File: src/design/seg_merge_pkg.sv
`default_nettype none

package seg_merge_pkg;

   localparam int COORD_WIDTH_DEFAULT = 32;
   localparam int TOL_WIDTH           = 31;
   localparam int QUEUE_DEPTH         = 2;
   localparam int CSR_ADDR_WIDTH      = 4;
   localparam int CSR_DATA_WIDTH      = 32;

   localparam logic [TOL_WIDTH-1:0] TOL_RESET = TOL_WIDTH'(65536);

   // Register indexes, taken from paddr[3:2].
   localparam logic [1:0] CSR_IDX_MODE  = 2'd0;
   localparam logic [1:0] CSR_IDX_TOL_X = 2'd1;
   localparam logic [1:0] CSR_IDX_TOL_Y = 2'd2;

   // Classification bits that travel with each segment from front to back.
   typedef struct packed {
      logic mode;
      logic split;
      logic list_end;
   } item_ctrl_type;

   localparam int CTRL_WIDTH = $bits(item_ctrl_type);

endpackage

`default_nettype wire

File: src/design/seg_merge_fifo.sv
`default_nettype none

module seg_merge_fifo
   import seg_merge_pkg::*;
#(
   parameter int WIDTH = 4 * COORD_WIDTH_DEFAULT + 1,
   parameter int DEPTH = QUEUE_DEPTH
) (
   input  wire logic             clock,
   input  wire logic             reset,
   input  wire logic             push,
   input  wire logic [WIDTH-1:0] wr_data,
   output logic                  full,
   input  wire logic             pop,
   output logic [WIDTH-1:0]      rd_data,
   output logic                  empty
);

   localparam int PW = (DEPTH > 1) ? $clog2(DEPTH) : 1;
   localparam int NW = $clog2(DEPTH + 1);

   logic [WIDTH-1:0] mem_ff [DEPTH];
   logic [PW-1:0]    wr_ptr_ff, wr_ptr_in;
   logic [PW-1:0]    rd_ptr_ff, rd_ptr_in;
   logic [NW-1:0]    count_ff, count_in;
   logic             do_push, do_pop;

   assign full    = (count_ff == NW'(DEPTH));
   assign empty   = (count_ff == '0);
   assign do_push = push && !full;
   assign do_pop  = pop && !empty;
   assign rd_data = mem_ff[rd_ptr_ff];

   always_comb begin
      wr_ptr_in = wr_ptr_ff;
      rd_ptr_in = rd_ptr_ff;
      count_in  = count_ff;
      if (do_push) begin
         wr_ptr_in = (wr_ptr_ff == PW'(DEPTH - 1)) ? '0 : wr_ptr_ff + PW'(1);
      end
      if (do_pop) begin
         rd_ptr_in = (rd_ptr_ff == PW'(DEPTH - 1)) ? '0 : rd_ptr_ff + PW'(1);
      end
      if (do_push && !do_pop) begin
         count_in = count_ff + NW'(1);
      end else if (do_pop && !do_push) begin
         count_in = count_ff - NW'(1);
      end
   end

   always_ff @(posedge clock) begin
      if (reset) begin
         wr_ptr_ff <= '0;
         rd_ptr_ff <= '0;
         count_ff  <= '0;
      end else begin
         wr_ptr_ff <= wr_ptr_in;
         rd_ptr_ff <= rd_ptr_in;
         count_ff  <= count_in;
      end
   end

   always_ff @(posedge clock) begin
      if (do_push) begin
         mem_ff[wr_ptr_ff] <= wr_data;
      end
   end

   a_count_bound: assert property (@(posedge clock) disable iff (reset)
      count_ff <= NW'(DEPTH))
      else $error("queue count beyond depth");

   a_push_grows: assert property (@(posedge clock) disable iff (reset)
      (do_push && !do_pop) |=> (count_ff == $past(count_ff) + NW'(1)))
      else $error("push without pop did not grow the queue");

   a_pop_shrinks: assert property (@(posedge clock) disable iff (reset)
      (do_pop && !do_push) |=> (count_ff == $past(count_ff) - NW'(1)))
      else $error("pop without push did not shrink the queue");

endmodule

`default_nettype wire

File: src/design/seg_merge_front.sv
`default_nettype none

module seg_merge_front
   import seg_merge_pkg::*;
#(
   parameter int COORD_WIDTH = COORD_WIDTH_DEFAULT
) (
   input  wire logic                          clock,
   input  wire logic                          reset,
   input  wire logic                          accept,
   input  wire logic signed [COORD_WIDTH-1:0] start_x,
   input  wire logic signed [COORD_WIDTH-1:0] start_y,
   input  wire logic signed [COORD_WIDTH-1:0] end_x,
   input  wire logic signed [COORD_WIDTH-1:0] end_y,
   input  wire logic                          list_end,
   input  wire logic                          axis_mode,
   input  wire logic [TOL_WIDTH-1:0]          tolerance_x,
   input  wire logic [TOL_WIDTH-1:0]          tolerance_y,
   output item_ctrl_type                      ctrl
);

   // Wide enough for an exact coordinate difference and for the tolerance.
   localparam int DW = (COORD_WIDTH + 1 > TOL_WIDTH + 1) ? COORD_WIDTH + 1 : TOL_WIDTH + 1;

   logic signed [COORD_WIDTH-1:0] prev_across_ff, prev_along_end_ff;
   logic signed [COORD_WIDTH-1:0] across, along_start, along_end;
   logic [TOL_WIDTH-1:0]          tol_across, tol_along;
   logic signed [DW-1:0]          diff_across, diff_along;
   logic signed [DW-1:0]          tol_across_ext, tol_along_ext;
   logic                          split;

   always_comb begin
      if (axis_mode) begin
         across      = start_y;
         along_start = start_x;
         along_end   = end_x;
         tol_across  = tolerance_y;
         tol_along   = tolerance_x;
      end else begin
         across      = start_x;
         along_start = start_y;
         along_end   = end_y;
         tol_across  = tolerance_x;
         tol_along   = tolerance_y;
      end
   end

   assign diff_across = {{(DW - COORD_WIDTH){across[COORD_WIDTH-1]}}, across}
                      - {{(DW - COORD_WIDTH){prev_across_ff[COORD_WIDTH-1]}}, prev_across_ff};
   assign diff_along  = {{(DW - COORD_WIDTH){along_start[COORD_WIDTH-1]}}, along_start}
                      - {{(DW - COORD_WIDTH){prev_along_end_ff[COORD_WIDTH-1]}},
                         prev_along_end_ff};
   assign tol_across_ext = {{(DW - TOL_WIDTH){1'b0}}, tol_across};
   assign tol_along_ext  = {{(DW - TOL_WIDTH){1'b0}}, tol_along};

   // The split decision only needs the previous raw segment, so it is made here.
   // The back end ignores it when nothing is pending.
   assign split = (diff_across > tol_across_ext) || (diff_along > tol_along_ext);
   assign ctrl  = {axis_mode, split, list_end};

   always_ff @(posedge clock) begin
      if (reset) begin
         prev_across_ff    <= '0;
         prev_along_end_ff <= '0;
      end else if (accept) begin
         prev_across_ff    <= across;
         prev_along_end_ff <= along_end;
      end
   end

endmodule

`default_nettype wire

File: src/design/seg_merge_back.sv
`default_nettype none

module seg_merge_back
   import seg_merge_pkg::*;
#(
   parameter int COORD_WIDTH = COORD_WIDTH_DEFAULT
) (
   input  wire logic                                 clock,
   input  wire logic                                 reset,
   input  wire logic [4*COORD_WIDTH+CTRL_WIDTH-1:0] item_data,
   input  wire logic                                 item_empty,
   output logic                                      item_pop,
   output logic [4*COORD_WIDTH:0]                    res_data,
   input  wire logic                                 res_full,
   output logic                                      res_push
);

   localparam int CW = COORD_WIDTH;

   item_ctrl_type          ctrl;
   logic signed [CW-1:0]   hsx, hsy, hex, hey;
   logic signed [CW-1:0]   psx_ff, psy_ff, pex_ff, pey_ff;
   logic signed [CW-1:0]   psx_in, psy_in, pex_in, pey_in;
   logic signed [CW-1:0]   nsx, nsy, nex, ney;
   logic                   pending_valid_ff, pending_valid_in;
   logic                   phase_ff, phase_in;
   logic                   go, need_split, extend;

   assign {ctrl, hsx, hsy, hex, hey} = item_data;

   assign go         = !item_empty && !res_full;
   assign need_split = pending_valid_ff && ctrl.split;
   assign extend     = ctrl.mode ? (hex > pex_ff) : (hey > pey_ff);

   // Pending segment after this item is absorbed.
   always_comb begin
      nsx = psx_ff;
      nsy = psy_ff;
      nex = pex_ff;
      ney = pey_ff;
      if (!pending_valid_ff || ctrl.split) begin
         nsx = hsx;
         nsy = hsy;
         nex = hex;
         ney = hey;
      end else if (extend) begin
         nex = hex;
         ney = hey;
      end
   end

   // A split at list end needs two transfers; the second goes out in a
   // following cycle while the item stays at the head of the queue.
   always_comb begin
      item_pop         = 1'b0;
      res_push         = 1'b0;
      res_data         = {psx_ff, psy_ff, pex_ff, pey_ff, 1'b0};
      psx_in           = psx_ff;
      psy_in           = psy_ff;
      pex_in           = pex_ff;
      pey_in           = pey_ff;
      pending_valid_in = pending_valid_ff;
      phase_in         = phase_ff;
      if (go) begin
         if (phase_ff) begin
            res_push         = 1'b1;
            res_data         = {psx_ff, psy_ff, pex_ff, pey_ff, 1'b1};
            pending_valid_in = 1'b0;
            phase_in         = 1'b0;
            item_pop         = 1'b1;
         end else begin
            psx_in           = nsx;
            psy_in           = nsy;
            pex_in           = nex;
            pey_in           = ney;
            pending_valid_in = 1'b1;
            if (need_split) begin
               res_push = 1'b1;
               if (ctrl.list_end) begin
                  phase_in = 1'b1;
               end else begin
                  item_pop = 1'b1;
               end
            end else begin
               item_pop = 1'b1;
               if (ctrl.list_end) begin
                  res_push         = 1'b1;
                  res_data         = {nsx, nsy, nex, ney, 1'b1};
                  pending_valid_in = 1'b0;
               end
            end
         end
      end
   end

   always_ff @(posedge clock) begin
      if (reset) begin
         pending_valid_ff <= 1'b0;
         phase_ff         <= 1'b0;
      end else begin
         pending_valid_ff <= pending_valid_in;
         phase_ff         <= phase_in;
      end
   end

   always_ff @(posedge clock) begin
      psx_ff <= psx_in;
      psy_ff <= psy_in;
      pex_ff <= pex_in;
      pey_ff <= pey_in;
   end

   a_phase_pending: assert property (@(posedge clock) disable iff (reset)
      phase_ff |-> pending_valid_ff)
      else $error("second flush transfer without a pending segment");

   a_phase_head: assert property (@(posedge clock) disable iff (reset)
      phase_ff |-> (!item_empty && ctrl.list_end))
      else $error("second flush transfer without its list-end item at the head");

   a_final_clears: assert property (@(posedge clock) disable iff (reset)
      (res_push && res_data[0]) |=> !pending_valid_ff)
      else $error("pending segment survived a final transfer");

endmodule

`default_nettype wire

File: src/design/axis_segment_merger_top.sv
`default_nettype none

// Merges a sorted stream of axis-aligned segments into runs. Segments are
// pushed through a queue-style input (req_push/req_full) and merged segments
// are popped from a queue-style output (rsp_empty/rsp_pop); final_merged marks
// the segment flushed by an item with list_end set. One segment is accepted
// per clock cycle while req_full is low. An item that both splits a run and
// ends the list stays at the head of the item queue while it gives two
// transfers through a single result write port. A result passes through the
// item queue and the result queue before it can be popped. Configuration
// (axis_mode at byte 0, tolerance_x at 4, tolerance_y at 8) is written over
// the csr_ port by the user while the block is idle, which is not enforced.
module axis_segment_merger_top
   import seg_merge_pkg::*;
#(
   parameter int COORD_WIDTH = COORD_WIDTH_DEFAULT
) (
   input  wire logic                          clock,
   input  wire logic                          reset,
   input  wire logic                          req_push,
   output logic                               req_full,
   input  wire logic signed [COORD_WIDTH-1:0] req_start_x,
   input  wire logic signed [COORD_WIDTH-1:0] req_start_y,
   input  wire logic signed [COORD_WIDTH-1:0] req_end_x,
   input  wire logic signed [COORD_WIDTH-1:0] req_end_y,
   input  wire logic                          req_list_end,
   output logic                               rsp_empty,
   input  wire logic                          rsp_pop,
   output logic signed [COORD_WIDTH-1:0]      rsp_merged_start_x,
   output logic signed [COORD_WIDTH-1:0]      rsp_merged_start_y,
   output logic signed [COORD_WIDTH-1:0]      rsp_merged_end_x,
   output logic signed [COORD_WIDTH-1:0]      rsp_merged_end_y,
   output logic                               rsp_final_merged,
   input  wire logic                          csr_psel,
   input  wire logic                          csr_penable,
   input  wire logic                          csr_pwrite,
   input  wire logic [CSR_ADDR_WIDTH-1:0]     csr_paddr,
   input  wire logic [CSR_DATA_WIDTH-1:0]     csr_pwdata,
   output logic [CSR_DATA_WIDTH-1:0]          csr_prdata,
   output logic                               csr_pready
);

   localparam int IW = 4 * COORD_WIDTH + CTRL_WIDTH;
   localparam int RW = 4 * COORD_WIDTH + 1;

   logic                 axis_mode_ff;
   logic [TOL_WIDTH-1:0] tolerance_x_ff, tolerance_y_ff;
   logic                 csr_write;
   logic                 req_accept;
   item_ctrl_type        front_ctrl;
   logic [IW-1:0]        item_wr_data, item_rd_data;
   logic                 item_empty, item_pop;
   logic [RW-1:0]        res_wr_data, res_rd_data;
   logic                 res_full, res_push;

   assign csr_pready = 1'b1;
   assign csr_write  = csr_psel && csr_penable && csr_pwrite && csr_pready;

   always_ff @(posedge clock) begin
      if (reset) begin
         axis_mode_ff   <= 1'b0;
         tolerance_x_ff <= TOL_RESET;
         tolerance_y_ff <= TOL_RESET;
      end else if (csr_write) begin
         case (csr_paddr[3:2])
            CSR_IDX_MODE:  axis_mode_ff   <= csr_pwdata[0];
            CSR_IDX_TOL_X: tolerance_x_ff <= csr_pwdata[TOL_WIDTH-1:0];
            CSR_IDX_TOL_Y: tolerance_y_ff <= csr_pwdata[TOL_WIDTH-1:0];
            default: ;
         endcase
      end
   end

   always_comb begin
      case (csr_paddr[3:2])
         CSR_IDX_MODE:  csr_prdata = {{(CSR_DATA_WIDTH - 1){1'b0}}, axis_mode_ff};
         CSR_IDX_TOL_X: csr_prdata = {{(CSR_DATA_WIDTH - TOL_WIDTH){1'b0}}, tolerance_x_ff};
         CSR_IDX_TOL_Y: csr_prdata = {{(CSR_DATA_WIDTH - TOL_WIDTH){1'b0}}, tolerance_y_ff};
         default:       csr_prdata = '0;
      endcase
   end

   assign req_accept = req_push && !req_full;

   seg_merge_front #(
      .COORD_WIDTH (COORD_WIDTH)
   ) u_front (
      .clock       (clock),
      .reset       (reset),
      .accept      (req_accept),
      .start_x     (req_start_x),
      .start_y     (req_start_y),
      .end_x       (req_end_x),
      .end_y       (req_end_y),
      .list_end    (req_list_end),
      .axis_mode   (axis_mode_ff),
      .tolerance_x (tolerance_x_ff),
      .tolerance_y (tolerance_y_ff),
      .ctrl        (front_ctrl)
   );

   assign item_wr_data = {front_ctrl, req_start_x, req_start_y, req_end_x, req_end_y};

   seg_merge_fifo #(
      .WIDTH (IW),
      .DEPTH (QUEUE_DEPTH)
   ) u_item_queue (
      .clock   (clock),
      .reset   (reset),
      .push    (req_push),
      .wr_data (item_wr_data),
      .full    (req_full),
      .pop     (item_pop),
      .rd_data (item_rd_data),
      .empty   (item_empty)
   );

   seg_merge_back #(
      .COORD_WIDTH (COORD_WIDTH)
   ) u_back (
      .clock      (clock),
      .reset      (reset),
      .item_data  (item_rd_data),
      .item_empty (item_empty),
      .item_pop   (item_pop),
      .res_data   (res_wr_data),
      .res_full   (res_full),
      .res_push   (res_push)
   );

   seg_merge_fifo #(
      .WIDTH (RW),
      .DEPTH (QUEUE_DEPTH)
   ) u_result_queue (
      .clock   (clock),
      .reset   (reset),
      .push    (res_push),
      .wr_data (res_wr_data),
      .full    (res_full),
      .pop     (rsp_pop),
      .rd_data (res_rd_data),
      .empty   (rsp_empty)
   );

   assign {rsp_merged_start_x, rsp_merged_start_y, rsp_merged_end_x, rsp_merged_end_y,
           rsp_final_merged} = res_rd_data;

endmodule

`default_nettype wire

File: config.mk
export PLATFORM = sky130hd
export DESIGN_NAME = axis_segment_merger_top
export DESIGN_NICKNAME = d
export VERILOG_FILES = /design/src/design/seg_merge_pkg.sv /design/src/design/seg_merge_fifo.sv /design/src/design/seg_merge_front.sv /design/src/design/seg_merge_back.sv /design/src/design/axis_segment_merger_top.sv
export SDC_FILE = /design/constraint.sdc
export NUM_CORES = 1
export LEC_CHECK = 0
export BUFFER_PORTS_ARGS = -buffer_cell sky130_fd_sc_hd__buf_2
export CORE_UTILIZATION = 30
export CTS_CLUSTER_DIAMETER = 60
export DETAILED_ROUTE_END_ITERATION = 10
export HOLD_SLACK_MARGIN = 0.06
export SLEW_MARGIN = 20
export SYNTH_ARGS = -nofsm -noshare
export SYNTH_HDL_FRONTEND = slang
export SYNTH_SLANG_ARGS = --single-unit
File: constraint.sdc
create_clock -name clock -period 8 [get_ports clock]
set_input_delay 0.8 -clock clock [delete_from_list [all_inputs] [get_ports clock]]
set_output_delay 0.8 -clock clock [all_outputs]
set_load 0.05 [all_outputs]
==> results_dict.tcl, run 1 <==
set metrics [dict create \
    leakagePower_nw 16.5 \
    cts_tree "built" \
    via_per_inst 4.85 \
    drtIter0Drc 1920 \
    grt_pass1_wl_um 160000 \
    avgSynthCellArea_um2 13.0 \
    vias 24900 \
    drc 0 \
    hold_violations 0 \
    cts.sink_count 787 \
    synth_nets 3349 \
    syn_area_um2 38800 \
    clkLatencyLatePin_ns 0.71 \
    grt_max_degree 97 \
    crit_top_cell "nor2_1" \
    path_max_fanout 40 \
    maxCapViolCount 0 \
    wl_um 111000 \
    die_area_um2 131000 \
    crit_slowest_cell "dfxtp_4" \
    synth_top_cell_by_area "edfxtp_1" \
    setup_tns_ns 0 \
    dr.pass1.iters 6 \
    final.period_utilization_pct 78.9 \
    slew_headroom_pct 26.2 \
    critPathKind "reg -> reg" \
    cts_buffers 95 \
    period_needed_ns 6.31 \
    yosys.area.top_type_share_pct 50.1 \
    yosysWarnings 0 \
    ys_types 73 \
    cts_root_buf "clkbuf_16" \
    synth_edf_count 648 \
    clkTransAtPathRegs_ns 0.06 \
    die_x_um 362 \
    rsz0062_at_grt "no" \
    num-nets-final 3674 \
    post-dp-hpwl_um 78600 \
    cts.path.max_buffers 3 \
    synth.area.top_cells "edfxtp_1, mux2_2, dfxtp_1" \
    ctsHtreeMaxLevel 3 \
    arrival_ns 6.74 \
    synthArstFlopShare_pct 0 \
    finalMaxSlewViolations 0 \
    hold_class "in -> reg" \
    ys.flop_type "edfxtp_1" \
    antenna_found_initial 26 \
    grt_pass1_vias 24000 \
    ant_nets 0 \
    holdBufCountCts 0 \
    grt_overflow 0 \
    end_kind "flop" \
    ios 336 \
    cts_resized 0 \
    finClkSkew_ns 0.0350 \
    routedWlPerCell_um 21.6 \
    multi_input_comb_area_um2 15500 \
    fmax_mhz 158 \
    port_buffers 330 \
    synth_cells 2983 \
    post_cts_buffers 0 \
    rows 131 \
    fill_cells 12500 \
    grt_usage_pct 16.6 \
    power_mw 17.5 \
    crit_required_ns 8.43 \
    design.core.area_um2 128000 \
    synth_seq_area_share_pct 57.3 \
    place_congestion 0.865 \
    drive_gt1_share_pct 28.9 \
    cp-start-kind "flop" \
    p_per_area_nw_per_um2 385 \
    initial_utilization_pct 30.3 \
    critPathMaxStageDelay_ns 0.70 \
    ir_worst_vdd_v 0.000205 \
    syn_to_final_growth_pct 17.3 \
    ys_seq_elements 787 \
    seq_area_um2 22300 \
    worstMarginPinSlew_ns 1.11 \
    setup_viol 0 \
    die_y_um 362 \
    path_cells "buf_4 > mux2_2 > ha_1 > nand3_1 > o31ai_1 > o21ai_0 > a21oi_1 > a21boi_0 > nor2_1 > nor2_1 > xnor2_1 > ha_1 > nand2_1 > nor2_1 > a2111oi_0 > o21bai_1 > or4b_2 > o211ai_1 > nand4b_1 > nand3_1 > o211ai_1" \
    status "finished clean" \
]
logic make-up after synthesis:
family	Yosys count	synth area share [%]
buffers and inverters	281	2.91
adders and majority gates	194	6.29
xor gates and xnor gates	58	1.31
muxes	610	17.7
DFF	787	57.3
AOI/OAI and AO/OA	508	8.22
other	2	0.0193
and+or+nand+nor	543	6.26
path summary, 6_finish.rpt:
kind / end / cells after the start / from / slack, ns
max: u_item_queue.mem_ff[0][129]$_DFFE_PP_ / 21 / axis_mode_ff$_SDFFE_PP0P_ / 1.69
min reg2reg: tolerance_x_ff[13]$_SDFFE_PP0P_ / 2 / tolerance_x_ff[13]$_SDFFE_PP0P_ / 0.49
min: u_item_queue.mem_ff[1][128]$_DFFE_PP_ / 1 / req_list_end / 0.28
max reg2reg: u_item_queue.mem_ff[0][129]$_DFFE_PP_ / 21 / axis_mode_ff$_SDFFE_PP0P_ / 1.69
synthesized netlist by cell type (12+ instances only):
cell	instances
a211oi_1	48
a21o_1	43
a21oi_1	250
a22o_1	31
buf_1	17
clkbuf_1	105
dfxtp_1	139
edfxtp_1	648
ha_1	192
inv_1	143
mux2_2	378
mux2_4	59
mux2i_1	166
nand2_1	170
nand2b_1	12
nand3_1	25
nand4_1	31
nor2_1	217
nor2b_1	19
nor3_1	19
o21a_1	15
o21ai_0	45
xnor2_1	37
xor2_1	21
power by group:
part / internal (mW) / switching [mW] / total [mW]
registers: 6.08 / 0.451 / 6.54
clock network: 2.44 / 1.80 / 4.24
logic: 2.39 / 4.37 / 6.75
state kept, by name (all words and copies together), names as in the netlist, named ones only:
signal,count
tolerance_y_ff,31
u_back.psy_ff,32
u_result_queue.count_ff,2
u_item_queue.count_ff,2
u_back.pex_ff,32
tolerance_x_ff,31
u_result_queue.mem_ff,258
u_back.pey_ff,32
axis_mode_ff,1
u_item_queue.mem_ff,262
u_back.psx_ff,32
u_back.phase_ff,1
u_result_queue.wr_ptr_ff,1
u_item_queue.wr_ptr_ff,1
u_front.prev_across_ff,32
u_front.prev_along_end_ff,32
u_item_queue.rd_ptr_ff,1
u_back.pending_valid_ff,1
u_result_queue.rd_ptr_ff,1
cell usage in the layout, fill, tap and decap left out, drive strengths merged, types with 7 or more instances in the layout:
master    n
xor2     21
o31ai     9
xnor2    37
o211ai    9
or3       7
nor2b    19
nor3     19
a21o     43
o21a     15
nand3    25
clkinv   40
a22o     31
mux2i   166
a211oi   49
mux2    444
dfxtp   139
buf     366
o21bai    9
edfxtp  648
clkbuf  116
ha      192
a21oi   250
nand2b   12
nand2   170
and4      7
a31oi     8
o21ai    46
and2      8
diode    11
inv     159
nor2    217
nand4    31
layer usage:
metal  global-route usage (%)  wire length, um
met3                     2.88             6350
met4                     5.02             2720
met1                     23.0            50700
met5                        0              109
met2                     26.4            51100
critical path: cells and delay by family (launching register included):
family / cells / cell delay, ns
buffers and inverters: 1 / 0.37
multiplexers: 1 / 0.39
flip-flops: 1 / 0.70
XOR/XNOR: 1 / 0.13
AND/OR/NAND/NOR: 8 / 1.51
adder cells (fa/ha/maj): 2 / 0.68
AO/OA/AOI/OAI: 8 / 2.24
metrics by stage:
stage | hold slack (ns) | util [%] | setup slack, ns | instance area (um2) | instances
3_3_place_gp | 0.474 | 33.1 | 1.61 | 42400 | 4940
3_5_place_dp | 0.480 | 33.1 | 1.63 | 42400 | 4940
2_1_floorplan | 0.424 | - | 0.638 | 38800 | 2983
6_report | 0.285 | 35.6 | 1.69 | 45600 | 5128
4_1_cts | 0.223 | 35.6 | 1.70 | 45500 | 5117
5_1_grt | 0.257 | 35.6 | 1.15 | 45500 | 5120
layout make-up:
type	count	area share (%)
antenna	11	0.0604
clock buffer	116	5.62
clock inverter	61	1.18
inverter	143	1.18
multi-input combinational	1915	34.1
sequential	787	48.8
tap	1729	4.75
timing repair buffer	366	4.28
(Power assumes the default switching activity.)
==> run 2, diff against run 1 <==
--- a/config.mk
+++ b/config.mk
@@ -5,6 +5,7 @@
 export SDC_FILE = /design/constraint.sdc
 export NUM_CORES = 1
 export LEC_CHECK = 0
+export ABC_AREA = 1
 export BUFFER_PORTS_ARGS = -buffer_cell sky130_fd_sc_hd__buf_2
 export CORE_UTILIZATION = 30
 export CTS_CLUSTER_DIAMETER = 60
==> constraint.sdc (replaced) <==
create_clock -name clock -period 5.08 [get_ports clock]
set_input_delay 0.508 -clock clock [delete_from_list [all_inputs] [get_ports clock]]
set_output_delay 0.508 -clock clock [all_outputs]
set_load 0.05 [all_outputs]
==> run 2 against run 1 <==
  * Cell area grew 4.6%
  * Sequential power grew 59%
  * First-iteration DRC count grew 33%
  * Via count grew 21%
  * Count of clock-buffer cells in the layout shrank 6
  * Critical path depth grew 4
  * Worst hold slack lost 0.19 ns
  * Synthesized area grew 2.7%
  * Clock skew grew 0.0096 ns
  * Clock power grew 55%
  * Non-clock buffer count grew 131
  * Maximum frequency grew 36%
  * Highest routed layer unchanged
==> results_dict.tcl, run 2 <==
set metrics [dict create \
    status "finished clean" \
    via_per_inst 4.78 \
    stdcell_count 6316 \
    synth_seq_area_share_pct 55.8 \
    drive_gt1_share_pct 16.5 \
    ctsHtreeMaxLevel 3 \
    power_mw 30.3 \
    routedWlPerCell_um 19.4 \
    final.period_utilization_pct 91.1 \
    yosys.cell_count.top_type "nand2_1" \
    synth.area.top_cells "edfxtp_1, nand2_1, dfxtp_1" \
    ys.flop_type "edfxtp_1" \
    synth_nets 4439 \
    rows 133 \
    grt_max_degree 132 \
    ios 336 \
    regMostFlops "u_item_queue.mem_ff" \
    yosys.area.top_type_share_pct 48.8 \
    cts_buffers 95 \
    period_needed_ns 4.63 \
    cts.path.max_buffers 3 \
    yosysWarnings 0 \
    vias 30200 \
    arrival_ns 5.03 \
    clkLatencyLatePin_ns 0.72 \
    syn_to_final_growth_pct 19.5 \
    postPlaceCellArea_um2 43400 \
    initial_utilization_pct 30.3 \
    finClkSkew_ns 0.0446 \
    finalMaxSlewViolations 0 \
    holdBufCountCts 117 \
    syn_area_um2 39900 \
    final_cell_mix "nand2_1, edfxtp_1, inv_1" \
    ys_seq_elements 787 \
    critPathKind "reg -> reg" \
    place_ws_ns 0.495 \
    drc 0 \
    grt_usage_pct 17.7 \
    dr.pass1.iters 6 \
    synth_common_cells "nand2_1, edfxtp_1, inv_1, a21oi_1, o21ai_0" \
    ir_worst_vdd_v 0.000556 \
    p_per_area_nw_per_um2 636 \
    grt_pass1_vias 27900 \
    synth_edf_count 648 \
    path_max_fanout 50 \
    die_x_um 367 \
    fmax_mhz 216 \
    num-nets-final 4839 \
    largest_reg_flops 262 \
    post-dp-hpwl_um 86600 \
    design.core.area_um2 132000 \
    die_area_um2 134000 \
    leakagePower_nw 19.7 \
    slew_headroom_pct 19.9 \
    place_congestion 0.879 \
    hold_violations 0 \
    cts_root_buf "clkbuf_16" \
    setup_tns_ns 0 \
    reg.largest.list "u_item_queue.mem_ff: 262 flops, u_result_queue.mem_ff: 258 flops" \
    post_cts_buffers 0 \
    crit_required_ns 5.48 \
    cts.sink_count 787 \
    cts_tree "built" \
    cp-start-kind "flop" \
    grt_overflow 0 \
    drtIter0Drc 2545 \
    end_kind "flop" \
    dp_cells 6013 \
    rsz0062_at_grt "no" \
    wl_um 122000 \
    grt_pass1_wl_um 178000 \
    die_y_um 367 \
    synth_top_cell_by_area "edfxtp_1" \
    synthArstFlopShare_pct 0 \
    avgSynthCellArea_um2 9.79 \
    clkTransAtPathRegs_ns 0.06 \
    setup_viol 0 \
    maxCapViolCount 0 \
    worstMarginPinSlew_ns 1.20 \
    layout_setup_ws_ns 0.453 \
    cts_resized 0 \
    synth_cells 4073 \
    antenna_found_initial 21 \
    ant_nets 0 \
    mostFrequentLayoutCell "nand2_1" \
    ys_types 51 \
    fill_cells 13100 \
    port_buffers 330 \
    hold_class "in -> reg" \
    stdcell_area_um2 47600 \
]
==> run 2: changes by cell type in the layout (fill, tap and decap cells not counted), sizes merged, moves of 61 or more <==
cell / delta
inv: +295
mux2i: -165
dlygate4sd3: +117
a21oi: +77
o21ai: +283
a31oi: +61
nand3: +76
nand2: +806
mux2: -315
==> run 2: through the flow <==
step,hold WS [ns],util [%]
floorplan,0.426,-
global placement,0.426,33.0
detailed placement,0.436,33.0
CTS,0.0601,36.2
global route,0.0715,36.2
finish,0.0973,36.2
==> run 2: worst paths after layout <==
check / start / end / slack [ns] / depth (start not counted)
worst max-delay path: axis_mode_ff$_SDFFE_PP0P_ / u_item_queue.mem_ff[0][129]$_DFFE_PP_ / 0.45 / 25
worst max register to register: axis_mode_ff$_SDFFE_PP0P_ / u_item_queue.mem_ff[0][129]$_DFFE_PP_ / 0.45 / 25
worst min-delay path: req_end_y[16] / u_item_queue.mem_ff[1][16]$_DFFE_PP_ / 0.1 / 1
worst min register to register: u_item_queue.rd_ptr_ff$_SDFFE_PP0P_ / flop / 0.45 / 1
==> run 2: logic make-up (layout without fill, tap and decap cells) <==
kind of cell    count (synthesis)  after routing  share of synthesized area (%)
other cells                     2             10                         0.0188
mux                           130            130                           3.67
buf+inv                       634           1114                           6.51
simple gates                 1461           1461                           15.8
fa+ha+maj                     194            194                           6.13
xor+xnor                       59             59                           1.30
compound gates                806            806                           10.8
flops                         787            787                           55.8
==> run 2: layer usage <==
layer,up-vias,routed length [um],global-route usage (%)
li1,14800,-,-
met1,14300,53300,23.3
met2,910,57700,28.9
met3,174,7300,2.97
met4,16,4040,6.50
met5,-,103,0
==> run 2: cell type report <==
| cell class | instances | area [um2] | area share [%] |
|---|---|---|---|
| multi-input combinational | 2652 | 15100 | 31.7 |
| clock buffer | 110 | 2460 | 5.17 |
| antenna | 8 | 20.0 | 0.0420 |
| sequential | 787 | 22300 | 46.7 |
| timing repair buffer | 497 | 3390 | 7.12 |
| clock inverter | 67 | 566 | 1.19 |
| inverter | 440 | 1660 | 3.47 |
| tap | 1755 | 2200 | 4.61 |
==> run 2: report_power, final <==
group / switching, mW / internal (mW)
registers: 0.582 / 9.86
logic: 9.57 / 3.71
clock network: 2.85 / 3.74
total: 13.0 / 17.3
==> run 2: critical path: stages, from the launching register on <==
cell      delay (ns)
dfxtp_4         0.62
buf_4           0.31
o21ai_0         0.28
ha_1            0.42
inv_1           0.09
o21bai_1        0.31
a21oi_1         0.14
nor2_1          0.10
o21ai_0         0.09
nand3_1         0.15
nand2_1         0.09
o21bai_1        0.22
nand2_1         0.08
nand2_1         0.09
xor2_1          0.19
ha_1            0.29
nand2_1         0.07
nor2_1          0.04
a211oi_1        0.23
nand2_1         0.08
nand2_1         0.06
nand2_1         0.05
nand2_1         0.05
nand3_1         0.06
nand2_1         0.09
nand3_1         0.12
